===== config.mk =====
export PLATFORM = sky130hd
export DESIGN_NAME = morse_character_keyer_top_flat
export DESIGN_NICKNAME = d
export VERILOG_FILES = /design/src/hdl/kmr_pkg.sv /design/src/hdl/kmr_if.sv /design/src/hdl/kmr_span_div.sv /design/src/hdl/kmr_sequencer.sv /design/src/hdl/morse_character_keyer_top.sv /design/src/flat_wrapper.sv
export SDC_FILE = /design/constraint.sdc
export NUM_CORES = 1
export LEC_CHECK = 0
export ABC_AREA = 0
export CORE_MARGIN = 1.5
export CORE_UTILIZATION = 39
export CTS_BUF_LIST = sky130_fd_sc_hd__clkbuf_8
export DETAILED_ROUTE_END_ITERATION = 12
export DONT_BUFFER_PORTS = 1
export GPL_ROUTABILITY_DRIVEN = 0
export GPL_TIMING_DRIVEN = 0
export PLACE_DENSITY = 0.62
export SLEW_MARGIN = 20
export SYNTH_ARGS = -nofsm -noshare
export SYNTH_HDL_FRONTEND = slang
export SYNTH_SLANG_ARGS = --single-unit
export TNS_END_PERCENT = 100

===== constraint.sdc =====
create_clock -name clk -period 3.9 [get_ports clk]
set_clock_uncertainty 0.1 [all_clocks]
set_input_delay 0.975 -clock clk [delete_from_list [all_inputs] [get_ports clk]]
set_output_delay 0.975 -clock clk [all_outputs]
set_load 0.01 [all_outputs]

===== src/hdl/kmr_pkg.sv =====
`default_nettype none
// ----------------------------------------------------------------------------
// kmr_pkg
// Shared constants, types, character decode and the sequencer control store
// for the Morse character keyer.
// ----------------------------------------------------------------------------
package kmr_pkg;

  localparam int unsigned SpeedW   = 6;
  localparam int unsigned CharW    = 8;
  localparam int unsigned DurW     = 11;
  localparam int unsigned DivW     = 13;
  localparam int unsigned SymW     = 6;
  localparam int unsigned LenW     = 3;
  localparam int unsigned StepW    = 3;

  localparam int unsigned UnitScale    = 1050;
  localparam int unsigned DitUnits     = 1;
  localparam int unsigned DahUnits     = 3;
  localparam int unsigned WordGapUnits = 7;

  localparam logic [SpeedW-1:0] SpeedReset  = SpeedW'(16);
  localparam logic [SpeedW-1:0] MinDivisor  = SpeedW'(5);
  localparam logic [DivW-1:0]   DitDividend  = DivW'(UnitScale * DitUnits);
  localparam logic [DivW-1:0]   DahDividend  = DivW'(UnitScale * DahUnits);
  localparam logic [DivW-1:0]   WordDividend = DivW'(UnitScale * WordGapUnits);

  // Sequencer steps
  localparam logic [StepW-1:0] STEP_WAIT  = 3'd0;
  localparam logic [StepW-1:0] STEP_SORT  = 3'd1;
  localparam logic [StepW-1:0] STEP_WGAP  = 3'd2;
  localparam logic [StepW-1:0] STEP_TEST  = 3'd3;
  localparam logic [StepW-1:0] STEP_MARK  = 3'd4;
  localparam logic [StepW-1:0] STEP_SPACE = 3'd5;
  localparam logic [StepW-1:0] STEP_CGAP  = 3'd6;

  // Jump conditions
  localparam logic [1:0] COND_ALWAYS = 2'd0;
  localparam logic [1:0] COND_ACCEPT = 2'd1;
  localparam logic [1:0] COND_SPACE  = 2'd2;
  localparam logic [1:0] COND_MORE   = 2'd3;

  // Duration selects
  localparam logic [1:0] DSEL_DIT  = 2'd0;
  localparam logic [1:0] DSEL_DAH  = 2'd1;
  localparam logic [1:0] DSEL_WORD = 2'd2;
  localparam logic [1:0] DSEL_SYM  = 2'd3;

  typedef struct packed {
    logic [DurW-1:0] dit;
    logic [DurW-1:0] dah;
    logic [DurW-1:0] word;
  } spans_t;

  typedef struct packed {
    logic [LenW-1:0] len;
    logic [SymW-1:0] code;   // left aligned, dah = 1, first symbol at the top bit
  } pat_t;

  typedef struct packed {
    logic             emit;
    logic             key;
    logic [1:0]       dsel;
    logic             last;
    logic             shift;
    logic [1:0]       cond;
    logic [StepW-1:0] target;
    logic [StepW-1:0] fall;
  } uword_t;

  function automatic uword_t uw(input logic emit, input logic key, input logic [1:0] dsel,
                                input logic last, input logic shift, input logic [1:0] cond,
                                input logic [StepW-1:0] target,
                                input logic [StepW-1:0] fall);
    uword_t w;
    w.emit   = emit;
    w.key    = key;
    w.dsel   = dsel;
    w.last   = last;
    w.shift  = shift;
    w.cond   = cond;
    w.target = target;
    w.fall   = fall;
    return w;
  endfunction

  // Control store: one word per step
  function automatic uword_t ucode(input logic [StepW-1:0] step);
    uword_t w;
    unique case (step)
      STEP_WAIT:  w = uw(1'b0, 1'b0, DSEL_DIT,  1'b0, 1'b0, COND_ACCEPT, STEP_SORT,
                         STEP_WAIT);
      STEP_SORT:  w = uw(1'b0, 1'b0, DSEL_DIT,  1'b0, 1'b0, COND_SPACE,  STEP_WGAP,
                         STEP_TEST);
      STEP_WGAP:  w = uw(1'b1, 1'b0, DSEL_WORD, 1'b0, 1'b0, COND_ALWAYS, STEP_CGAP,
                         STEP_CGAP);
      STEP_TEST:  w = uw(1'b0, 1'b0, DSEL_DIT,  1'b0, 1'b0, COND_MORE,   STEP_MARK,
                         STEP_CGAP);
      STEP_MARK:  w = uw(1'b1, 1'b1, DSEL_SYM,  1'b0, 1'b1, COND_ALWAYS, STEP_SPACE,
                         STEP_SPACE);
      STEP_SPACE: w = uw(1'b1, 1'b0, DSEL_DIT,  1'b0, 1'b0, COND_MORE,   STEP_MARK,
                         STEP_CGAP);
      STEP_CGAP:  w = uw(1'b1, 1'b0, DSEL_DAH,  1'b1, 1'b0, COND_ALWAYS, STEP_WAIT,
                         STEP_WAIT);
      default:    w = uw(1'b0, 1'b0, DSEL_DIT,  1'b0, 1'b0, COND_ALWAYS, STEP_WAIT,
                         STEP_WAIT);
    endcase
    return w;
  endfunction

  function automatic logic is_gap_char(input logic [CharW-1:0] c);
    return (c == 8'h20) || (c == 8'h5F) || ((c >= 8'h09) && (c <= 8'h0D));
  endfunction

  function automatic pat_t pattern_for(input logic [CharW-1:0] c);
    logic [CharW-1:0] u;
    pat_t p;
    // fold lower case onto upper case
    u = ((c >= 8'h61) && (c <= 8'h7A)) ? (c - 8'h20) : c;
    unique case (u)
      8'h41: p = '{len: 3'd2, code: 6'b010000};  // A
      8'h42: p = '{len: 3'd4, code: 6'b100000};  // B
      8'h43: p = '{len: 3'd4, code: 6'b101000};  // C
      8'h44: p = '{len: 3'd3, code: 6'b100000};  // D
      8'h45: p = '{len: 3'd1, code: 6'b000000};  // E
      8'h46: p = '{len: 3'd4, code: 6'b001000};  // F
      8'h47: p = '{len: 3'd3, code: 6'b110000};  // G
      8'h48: p = '{len: 3'd4, code: 6'b000000};  // H
      8'h49: p = '{len: 3'd2, code: 6'b000000};  // I
      8'h4A: p = '{len: 3'd4, code: 6'b011100};  // J
      8'h4B: p = '{len: 3'd3, code: 6'b101000};  // K
      8'h4C: p = '{len: 3'd4, code: 6'b010000};  // L
      8'h4D: p = '{len: 3'd2, code: 6'b110000};  // M
      8'h4E: p = '{len: 3'd2, code: 6'b100000};  // N
      8'h4F: p = '{len: 3'd3, code: 6'b111000};  // O
      8'h50: p = '{len: 3'd4, code: 6'b011000};  // P
      8'h51: p = '{len: 3'd4, code: 6'b110100};  // Q
      8'h52: p = '{len: 3'd3, code: 6'b010000};  // R
      8'h53: p = '{len: 3'd3, code: 6'b000000};  // S
      8'h54: p = '{len: 3'd1, code: 6'b100000};  // T
      8'h55: p = '{len: 3'd3, code: 6'b001000};  // U
      8'h56: p = '{len: 3'd4, code: 6'b000100};  // V
      8'h57: p = '{len: 3'd3, code: 6'b011000};  // W
      8'h58: p = '{len: 3'd4, code: 6'b100100};  // X
      8'h59: p = '{len: 3'd4, code: 6'b101100};  // Y
      8'h5A: p = '{len: 3'd4, code: 6'b110000};  // Z
      8'h30: p = '{len: 3'd5, code: 6'b111110};  // 0
      8'h31: p = '{len: 3'd5, code: 6'b011110};  // 1
      8'h32: p = '{len: 3'd5, code: 6'b001110};  // 2
      8'h33: p = '{len: 3'd5, code: 6'b000110};  // 3
      8'h34: p = '{len: 3'd5, code: 6'b000010};  // 4
      8'h35: p = '{len: 3'd5, code: 6'b000000};  // 5
      8'h36: p = '{len: 3'd5, code: 6'b100000};  // 6
      8'h37: p = '{len: 3'd5, code: 6'b110000};  // 7
      8'h38: p = '{len: 3'd5, code: 6'b111000};  // 8
      8'h39: p = '{len: 3'd5, code: 6'b111100};  // 9
      8'h2F: p = '{len: 3'd5, code: 6'b100100};  // slash
      8'h3F: p = '{len: 3'd6, code: 6'b001100};  // question mark
      default: p = '{len: 3'd0, code: 6'b000000};
    endcase
    return p;
  endfunction

endpackage
`default_nettype wire


===== src/hdl/kmr_if.sv =====
`default_nettype none
// ----------------------------------------------------------------------------
// kmr_if
// Valid/ready channels of the keyer: character in, segment out, speed write.
// ----------------------------------------------------------------------------
interface kmr_char_if;
  logic       valid;
  logic       ready;
  logic [7:0] char_code;
  modport source (output valid, output char_code, input ready);
  modport sink   (input valid, input char_code, output ready);
endinterface

interface kmr_seg_if;
  logic        valid;
  logic        ready;
  logic        key_down;
  logic [10:0] duration_ms;
  logic        last;
  modport source (output valid, output key_down, output duration_ms, output last,
                  input ready);
  modport sink   (input valid, input key_down, input duration_ms, input last,
                  output ready);
endinterface

interface kmr_cfg_if;
  logic       valid;
  logic       ready;
  logic [5:0] speed_wpm;
  modport source (output valid, output speed_wpm, input ready);
  modport sink   (input valid, input speed_wpm, output ready);
endinterface
`default_nettype wire


===== src/hdl/kmr_span_div.sv =====
`default_nettype none
// ----------------------------------------------------------------------------
// kmr_span_div
// Restoring divider, one quotient bit per cycle, that works out the dit,
// dah and word gap durations for the current speed after reset or a write.
// ----------------------------------------------------------------------------
module kmr_span_div (
  input  logic                          clk,
  input  logic                          rst,
  input  logic                          start,
  input  logic [kmr_pkg::SpeedW-1:0]    speed,
  output kmr_pkg::spans_t               spans,
  output logic                          busy
);
  import kmr_pkg::*;

  localparam logic [1:0] JOB_DIT  = 2'd0;
  localparam logic [1:0] JOB_DAH  = 2'd1;
  localparam logic [1:0] JOB_WORD = 2'd2;
  localparam logic [3:0] LastBit  = 4'(DivW - 1);

  logic [1:0]        job;
  logic [3:0]        bit_cnt;
  logic [SpeedW-1:0] rem;
  logic [DivW-1:0]   acc;
  logic [SpeedW-1:0] divisor;
  logic [SpeedW:0]   rem_sh;
  logic [SpeedW:0]   rem_diff;
  logic              ge;
  logic [DivW-1:0]   quo;
  logic [DivW-1:0]   next_dividend;

  // slow speeds clamp to the minimum divisor
  assign divisor  = (speed < MinDivisor) ? MinDivisor : speed;
  assign rem_sh   = {rem, acc[DivW-1]};
  assign ge       = rem_sh >= {1'b0, divisor};
  assign rem_diff = rem_sh - {1'b0, divisor};
  assign quo      = {acc[DivW-2:0], ge};

  always_comb begin
    unique case (job)
      JOB_DIT: next_dividend = DahDividend;
      default: next_dividend = WordDividend;
    endcase
  end

  always_ff @(posedge clk) begin
    if (rst || start) begin
      busy    <= 1'b1;
      job     <= JOB_DIT;
      bit_cnt <= '0;
      rem     <= '0;
      acc     <= DitDividend;
    end else if (busy) begin
      rem <= ge ? rem_diff[SpeedW-1:0] : rem_sh[SpeedW-1:0];
      acc <= quo;
      if (bit_cnt == LastBit) begin
        bit_cnt <= '0;
        unique case (job)
          JOB_DIT:  spans.dit  <= quo[DurW-1:0];
          JOB_DAH:  spans.dah  <= quo[DurW-1:0];
          default:  spans.word <= quo[DurW-1:0];
        endcase
        if (job == JOB_WORD) begin
          busy <= 1'b0;
        end else begin
          job <= job + 2'd1;
          acc <= next_dividend;
          rem <= '0;
        end
      end else begin
        bit_cnt <= bit_cnt + 4'd1;
      end
    end
  end

endmodule
`default_nettype wire


===== src/hdl/kmr_sequencer.sv =====
`default_nettype none
// ----------------------------------------------------------------------------
// kmr_sequencer
// Step counter over the control store; latches the character pattern and
// drives the registered segment output.
// ----------------------------------------------------------------------------
module kmr_sequencer (
  input  logic            clk,
  input  logic            rst,
  input  logic            go,
  input  kmr_pkg::spans_t spans,
  kmr_char_if.sink        char_in,
  kmr_seg_if.source       seg_out
);
  import kmr_pkg::*;

  logic [StepW-1:0] step;
  logic [StepW-1:0] step_next;
  uword_t           ctl;
  logic [SymW-1:0]  sym;
  logic [LenW-1:0]  cnt;
  logic             gap;
  pat_t             pat;
  logic             in_beat;
  logic             slot_free;
  logic             adv;
  logic             cond_hit;
  logic [DurW-1:0]  dur;

  logic             out_valid;
  logic             out_key;
  logic [DurW-1:0]  out_dur;
  logic             out_last;

  assign ctl       = ucode(step);
  assign pat       = pattern_for(char_in.char_code);
  assign char_in.ready = (step == STEP_WAIT) && go;
  assign in_beat   = char_in.valid && char_in.ready;
  assign slot_free = !out_valid || seg_out.ready;
  // hold on an emitting step until the output slot frees
  assign adv       = !ctl.emit || slot_free;

  always_comb begin
    unique case (ctl.cond)
      COND_ALWAYS: cond_hit = 1'b1;
      COND_ACCEPT: cond_hit = in_beat;
      COND_SPACE:  cond_hit = gap;
      COND_MORE:   cond_hit = (cnt != '0);
    endcase
  end

  always_comb begin
    unique case (ctl.dsel)
      DSEL_DIT:  dur = spans.dit;
      DSEL_DAH:  dur = spans.dah;
      DSEL_WORD: dur = spans.word;
      DSEL_SYM:  dur = sym[SymW-1] ? spans.dah : spans.dit;
    endcase
  end

  assign step_next = adv ? (cond_hit ? ctl.target : ctl.fall) : step;

  always_ff @(posedge clk) begin
    if (rst) begin
      step      <= STEP_WAIT;
      out_valid <= 1'b0;
    end else begin
      step <= step_next;
      if (ctl.emit && slot_free) begin
        out_valid <= 1'b1;
      end else if (seg_out.ready) begin
        out_valid <= 1'b0;
      end
    end
  end

  always_ff @(posedge clk) begin
    if (in_beat) begin
      sym <= pat.code;
      cnt <= pat.len;
      gap <= is_gap_char(char_in.char_code);
    end else if (adv && ctl.shift) begin
      sym <= {sym[SymW-2:0], 1'b0};
      cnt <= cnt - 3'd1;
    end
    if (ctl.emit && slot_free) begin
      out_key  <= ctl.key;
      out_dur  <= dur;
      out_last <= ctl.last;
    end
  end

  assign seg_out.valid       = out_valid;
  assign seg_out.key_down    = out_key;
  assign seg_out.duration_ms = out_dur;
  assign seg_out.last        = out_last;

endmodule
`default_nettype wire


===== src/hdl/morse_character_keyer_top.sv =====
`default_nettype none
// ----------------------------------------------------------------------------
// morse_character_keyer_top
// Turns one character per beat into timed key-down and key-up segments.
// ----------------------------------------------------------------------------
//  channel   dir  payload                          beat
//  cfg       in   speed_wpm[5:0]                   valid & ready (ready held high)
//  char_in   in   char_code[7:0]                   valid & ready
//  seg_out   out  key_down, duration_ms[10:0], last valid & ready
//
//  A character runs accept, sort and test, then one step per segment; a word
//  gap character skips the test. The sequencer runs one control word per
//  cycle while seg_out is not stalled.
//  Reset and every speed write start a divider pass (three 13-bit quotients,
//  one bit a cycle); char_in.ready stays low until it ends.
//  A stalled seg_out holds the sequencer on its emitting step.
// ----------------------------------------------------------------------------
module morse_character_keyer_top (
  input  logic      clk,
  input  logic      rst,
  kmr_cfg_if.sink   cfg,
  kmr_char_if.sink  char_in,
  kmr_seg_if.source seg_out
);
  import kmr_pkg::*;

  logic [SpeedW-1:0] speed;
  logic              start;
  logic              busy;
  spans_t            spans;

  assign cfg.ready = 1'b1;
  assign start     = cfg.valid && cfg.ready;

  always_ff @(posedge clk) begin
    if (rst) begin
      speed <= SpeedReset;
    end else if (start) begin
      speed <= cfg.speed_wpm;
    end
  end

  kmr_span_div u_div (
    .clk   (clk),
    .rst   (rst),
    .start (start),
    .speed (speed),
    .spans (spans),
    .busy  (busy)
  );

  kmr_sequencer u_seq (
    .clk     (clk),
    .rst     (rst),
    .go      (!busy && !cfg.valid),
    .spans   (spans),
    .char_in (char_in),
    .seg_out (seg_out)
  );

endmodule
`default_nettype wire


===== src/flat_wrapper.sv =====
// flat-port wrapper written by rule: the top's interface ports become plain ports
module morse_character_keyer_top_flat import kmr_pkg::*;
  (clk, rst, cfg_valid, cfg_speed_wpm, cfg_ready, char_in_valid, char_in_char_code, char_in_ready, seg_out_valid, seg_out_key_down, seg_out_duration_ms, seg_out_last, seg_out_ready);
  kmr_cfg_if cfg_i ();
  kmr_char_if char_in_i ();
  kmr_seg_if seg_out_i ();
  input  logic clk;
  input  logic rst;
  input wire logic [$bits(cfg_i.valid)-1:0] cfg_valid;
  input wire logic [$bits(cfg_i.speed_wpm)-1:0] cfg_speed_wpm;
  output wire logic [$bits(cfg_i.ready)-1:0] cfg_ready;
  input wire logic [$bits(char_in_i.valid)-1:0] char_in_valid;
  input wire logic [$bits(char_in_i.char_code)-1:0] char_in_char_code;
  output wire logic [$bits(char_in_i.ready)-1:0] char_in_ready;
  output wire logic [$bits(seg_out_i.valid)-1:0] seg_out_valid;
  output wire logic [$bits(seg_out_i.key_down)-1:0] seg_out_key_down;
  output wire logic [$bits(seg_out_i.duration_ms)-1:0] seg_out_duration_ms;
  output wire logic [$bits(seg_out_i.last)-1:0] seg_out_last;
  input wire logic [$bits(seg_out_i.ready)-1:0] seg_out_ready;
  assign cfg_i.valid = cfg_valid;
  assign cfg_i.speed_wpm = cfg_speed_wpm;
  assign cfg_ready = cfg_i.ready;
  assign char_in_i.valid = char_in_valid;
  assign char_in_i.char_code = char_in_char_code;
  assign char_in_ready = char_in_i.ready;
  assign seg_out_valid = seg_out_i.valid;
  assign seg_out_key_down = seg_out_i.key_down;
  assign seg_out_duration_ms = seg_out_i.duration_ms;
  assign seg_out_last = seg_out_i.last;
  assign seg_out_i.ready = seg_out_ready;
  morse_character_keyer_top u_core (.clk(clk), .rst(rst), .cfg(cfg_i), .char_in(char_in_i), .seg_out(seg_out_i));
endmodule

==> results list <==
- Run status: finished, violations left
- Violated checks: DRC
- Number of placement rows: 39
- After layout, the worst path uses 71.3% of the clock period.
* Data arrival time of the worst path: 1710 ps
* Global router's overall resource usage: 16.0%
- Inserted Diodes: 0
- Growth of design area from synthesis to finish: 8.42%
- The worst hold path was traced through 2 stages.
- STA puts the critical path data required time at 2820 ps.
* Count of final max-slew check failures: 0
- Transition at the pin with the smallest max-transition slack: 1060 ps
- The finished layout holds 619 standard cells, fillers aside.
- IR analysis of the VDD net gives a maximum drop of 0.000196 V.
* Via count of the first global-routing pass: 3,274
* Detailed-route via count: 3,418
- Maximum achievable frequency: 0.359 GHz
* Maximum number of buffers from clock root to sink: 2
- Pin placement for this block handled 35 I/O pins.
- The final layout contains 513 nets.
* Post-synth ARST share: 0%
* Post-DP HPWL: 7.03 mm
- Average via count per standard cell: 5.52
* Number of antenna violations at the first check in global routing: 0
* Main synth FF type: sky130_fd_sc_hd__edfxtp_1
- For this run the aggregate overflow at the end of global routing stands at 0.
* Initial core utilization: 40.4%
- Measured in cells, the most critical reg-to-reg path has a length of 7.
* CTS tree: yes
- Setup violations remaining at the end of the flow were counted as 0.
- Worst rel slew slack: 29.2%
- Synthesis produced a netlist with a net count of 501.
- Maximum fanout along the worst path: 10
* MaxCap Viol Count: 0
- In this run the post-CTS setup repair buffer count came out at 0.
- The netlist uses 66 different library cells.
- Unrepaired setup endpoints after global routing: false
- Gate Count Post-Synth: 459
* Final critical-path required period: 2780 ps
* 1st-iter DRT viols: 252
- Once the clock tree was built, the resizer swapped 0 gates to a different size.
- For flop-to-flop paths, the worst setup slack is 1360 ps.
- FF-to-FF Start: u_core.speed[2]$_SDFFE_PP0P_
- The final hold violation count is 0.
- Buffers placed on the I/O ports in this run total 0.
- The die covers 12,600 sq um.
* Post-Route Hold Slack: 384 ps
* Count of unresolved DRC violations after routing: 3
- Area share of the largest cell type after synthesis: 35.4%
- Classification of the worst setup path: input pin to output pin
- Pin count of the biggest net entering global routing: 20
* Core area: 11,600 sq um
- The tree is rooted in a sky130_fd_sc_hd__clkbuf_8.
- Number of antenna-violating nets in the routed design: 0
* Total clock buffers created by CTS: 9
- Cell taking the most area after synthesis: sky130_fd_sc_hd__edfxtp_1
* Die X-Extent: 112 um
* Number of warnings reported in the yosys synthesis log: 0
* Crit start category: input pin
- Min-delay src: u_core.u_div.job[1]$_SDFFE_PN0P_
- Layout cells sized above 1: 8.82%
* Reg clk slew, reported paths: 100 ps
- Leakage power: 0.00190 uW
- Cell area power density: 469 nW/um^2
* Chip height: 112 um
* Final Routed Wirelength: 9.66 mm
* Flip-flop and latch count after synthesis: 91
- The path with the worst hold slack has its endpoint at u_core.u_div.job[1]$_SDFFE_PN0P_.
- Synth top area cells: sky130_fd_sc_hd__edfxtp_1 (35%), sky130_fd_sc_hd__dfxtp_1 (15%), sky130_fd_sc_hd__ha_1 (5.9%)
- A synthesized cell averages 10.2 sq um.
- Drt pass-1 iters: 9
- Global-route wire length before repair: 16.1 mm
* Number of enable-type register cells in the synthesized netlist: 55
* Insertion delay to the later sink of the worst-skew pair: 370 ps
- CTS H-tree lvls: 3
- The worst hold path belongs to the class flop to flop.
- Critical Path End Type: output pin
- The number of placed instances, taps included, is 603.
* Hold buffer count at CTS: 0
- Number of clock sinks seen by CTS: 91
* Setup Total Neg Slack: 0 ps
- Synthesized cell area: 4670 sq um
- R2R Path End: u_core.u_div.rem[2]$_SDFFE_PN0P_
* Routed length per instance: 15.6 um
- Sequential elements use 50.8% of the synthesized area.
-- power by group --
| part | total, uW | internal [uW] | leakage (uW) | switching (uW) |
|---|---|---|---|---|
| clock network | 631 | 256 | 0.000103 | 375 |
| registers | 1260 | 1170 | 0.000792 | 90.9 |
| logic | 478 | 186 | 0.00100 | 292 |
| total | 2370 | 1610 | 0.00190 | 758 |
-- worst max-delay path, cell delays in order --
cell,delay (ps)
sky130_fd_sc_hd__buf_2,190
sky130_fd_sc_hd__nor4_2,310
sky130_fd_sc_hd__and2_1,230
-- area by class of cell --
class | instances | area, sq um
repair buffers | 1 | 11.3
clock buffers | 9 | 124
multi-input cells | 304 | 2040
flip-flops and latches | 91 | 2370
well taps | 143 | 179
inverters | 40 | 150
plain buffers | 24 | 111
clock inverters | 7 | 73.8
fillers | 1110 | 6500
-- layer usage --
metal	vias to the layer above	track usage [%]	routed length [um]
li1	1725	-	-
met4	0	4.05	84
met5	-	0	0
met1	1599	21.3	4670
met2	85	26.5	4520
met3	9	3.83	386
-- metrics by stage --
step / power, uW / setup WS [ps] / utilization (%) / cell area (sq um)
6_report: 2370 / 1120 / 43.8 / 5060
5_1_grt: 2510 / 1020 / 43.8 / 5060
4_1_cts: 2390 / 1090 / 43.8 / 5060
3_5_place_dp: 1770 / 797 / 42.1 / 4860
3_3_place_gp: 1760 / -36.7 / 41.9 / 4850
2_1_floorplan: 1650 / 737 / - / 4670
-- worst max path at each step --
stage                    startpoint                         endpoint  slack (ps)  cells past startpoint
2_1_floorplan             cfg_valid  u_core.u_div.spans[0]$_DFFE_PP_         740                      5
3_3_place_gp              cfg_valid  u_core.u_div.spans[7]$_DFFE_PP_         -40                      5
3_5_place_dp   char_in_char_code[1]    u_core.u_seq.cnt[1]$_DFFE_PP_         800                      7
4_1_cts                   cfg_valid                    char_in_ready        1090                      3
5_1_grt        char_in_char_code[1]    u_core.u_seq.cnt[1]$_DFFE_PP_        1020                      7
6_report                  cfg_valid                    char_in_ready        1120                      3
-- cells by family (layout without fill, tap and decap cells) --
| kind of cell | after synthesis | count (layout) | synth area share (%) |
|---|---|---|---|
| simple gates | 131 | 131 | 14.3 |
| buf+inv | 64 | 81 | 5.60 |
| fa+ha+maj | 23 | 23 | 6.33 |
| other cells | 1 | 1 | 0.0803 |
| compound gates | 131 | 131 | 19.1 |
| mux | 11 | 11 | 2.41 |
| flops | 91 | 91 | 50.8 |
| xor+xnor | 7 | 7 | 1.31 |
-- placed cells by master, fill, tap and decap left out, types with 6 or more instances in the layout --
cell,n
sky130_fd_sc_hd__ha_1,22
sky130_fd_sc_hd__clkbuf_8,9
sky130_fd_sc_hd__nor2b_1,9
sky130_fd_sc_hd__nand3_1,10
sky130_fd_sc_hd__nand2_1,37
sky130_fd_sc_hd__xnor2_1,6
sky130_fd_sc_hd__a222oi_1,11
sky130_fd_sc_hd__nor2_1,29
sky130_fd_sc_hd__dfxtp_1,36
sky130_fd_sc_hd__edfxtp_1,55
sky130_fd_sc_hd__o21ai_0,22
sky130_fd_sc_hd__mux2i_1,9
sky130_fd_sc_hd__buf_2,11
sky130_fd_sc_hd__a21oi_1,37
sky130_fd_sc_hd__inv_1,38
sky130_fd_sc_hd__clkbuf_1,10
sky130_fd_sc_hd__nor3_1,9
sky130_fd_sc_hd__nand2b_1,9
sky130_fd_sc_hd__o211ai_1,12
-- synth_stat cells, types with 3 or more instances --
cell and count:
sky130_fd_sc_hd__nand2_1 37, sky130_fd_sc_hd__o21ai_0 22, sky130_fd_sc_hd__dfxtp_1 36, sky130_fd_sc_hd__a21o_1 5, sky130_fd_sc_hd__o211ai_1 12, sky130_fd_sc_hd__ha_1 22, sky130_fd_sc_hd__edfxtp_1 55, sky130_fd_sc_hd__a22oi_1 3
sky130_fd_sc_hd__nand3_1 10, sky130_fd_sc_hd__o221ai_1 4, sky130_fd_sc_hd__and3_1 3, sky130_fd_sc_hd__nor2b_1 9, sky130_fd_sc_hd__a32o_1 3, sky130_fd_sc_hd__mux2i_1 9, sky130_fd_sc_hd__o21ai_1 5, sky130_fd_sc_hd__nor3_1 9
sky130_fd_sc_hd__or3_1 4, sky130_fd_sc_hd__clkbuf_1 10, sky130_fd_sc_hd__buf_2 11, sky130_fd_sc_hd__a21oi_1 37, sky130_fd_sc_hd__nor2_1 29, sky130_fd_sc_hd__xnor2_1 6, sky130_fd_sc_hd__o311ai_0 3, sky130_fd_sc_hd__o31ai_1 4
sky130_fd_sc_hd__a222oi_1 11, sky130_fd_sc_hd__inv_1 38, sky130_fd_sc_hd__and2_1 3, sky130_fd_sc_hd__nor3b_1 3, sky130_fd_sc_hd__nand2b_1 9
-- registers in the layout, indices dropped and copies added (netlist names), 4 cells and up --
signal,count
u_core.u_div.acc,13
u_core.u_seq.sym,5
u_core.u_div.spans,33
u_core.u_seq.seg_out.duration_ms,11
u_core.u_div.bit_cnt,4
u_core.speed,6
u_core.u_div.rem,6
Note: power is estimated with default switching activity, not from simulation.
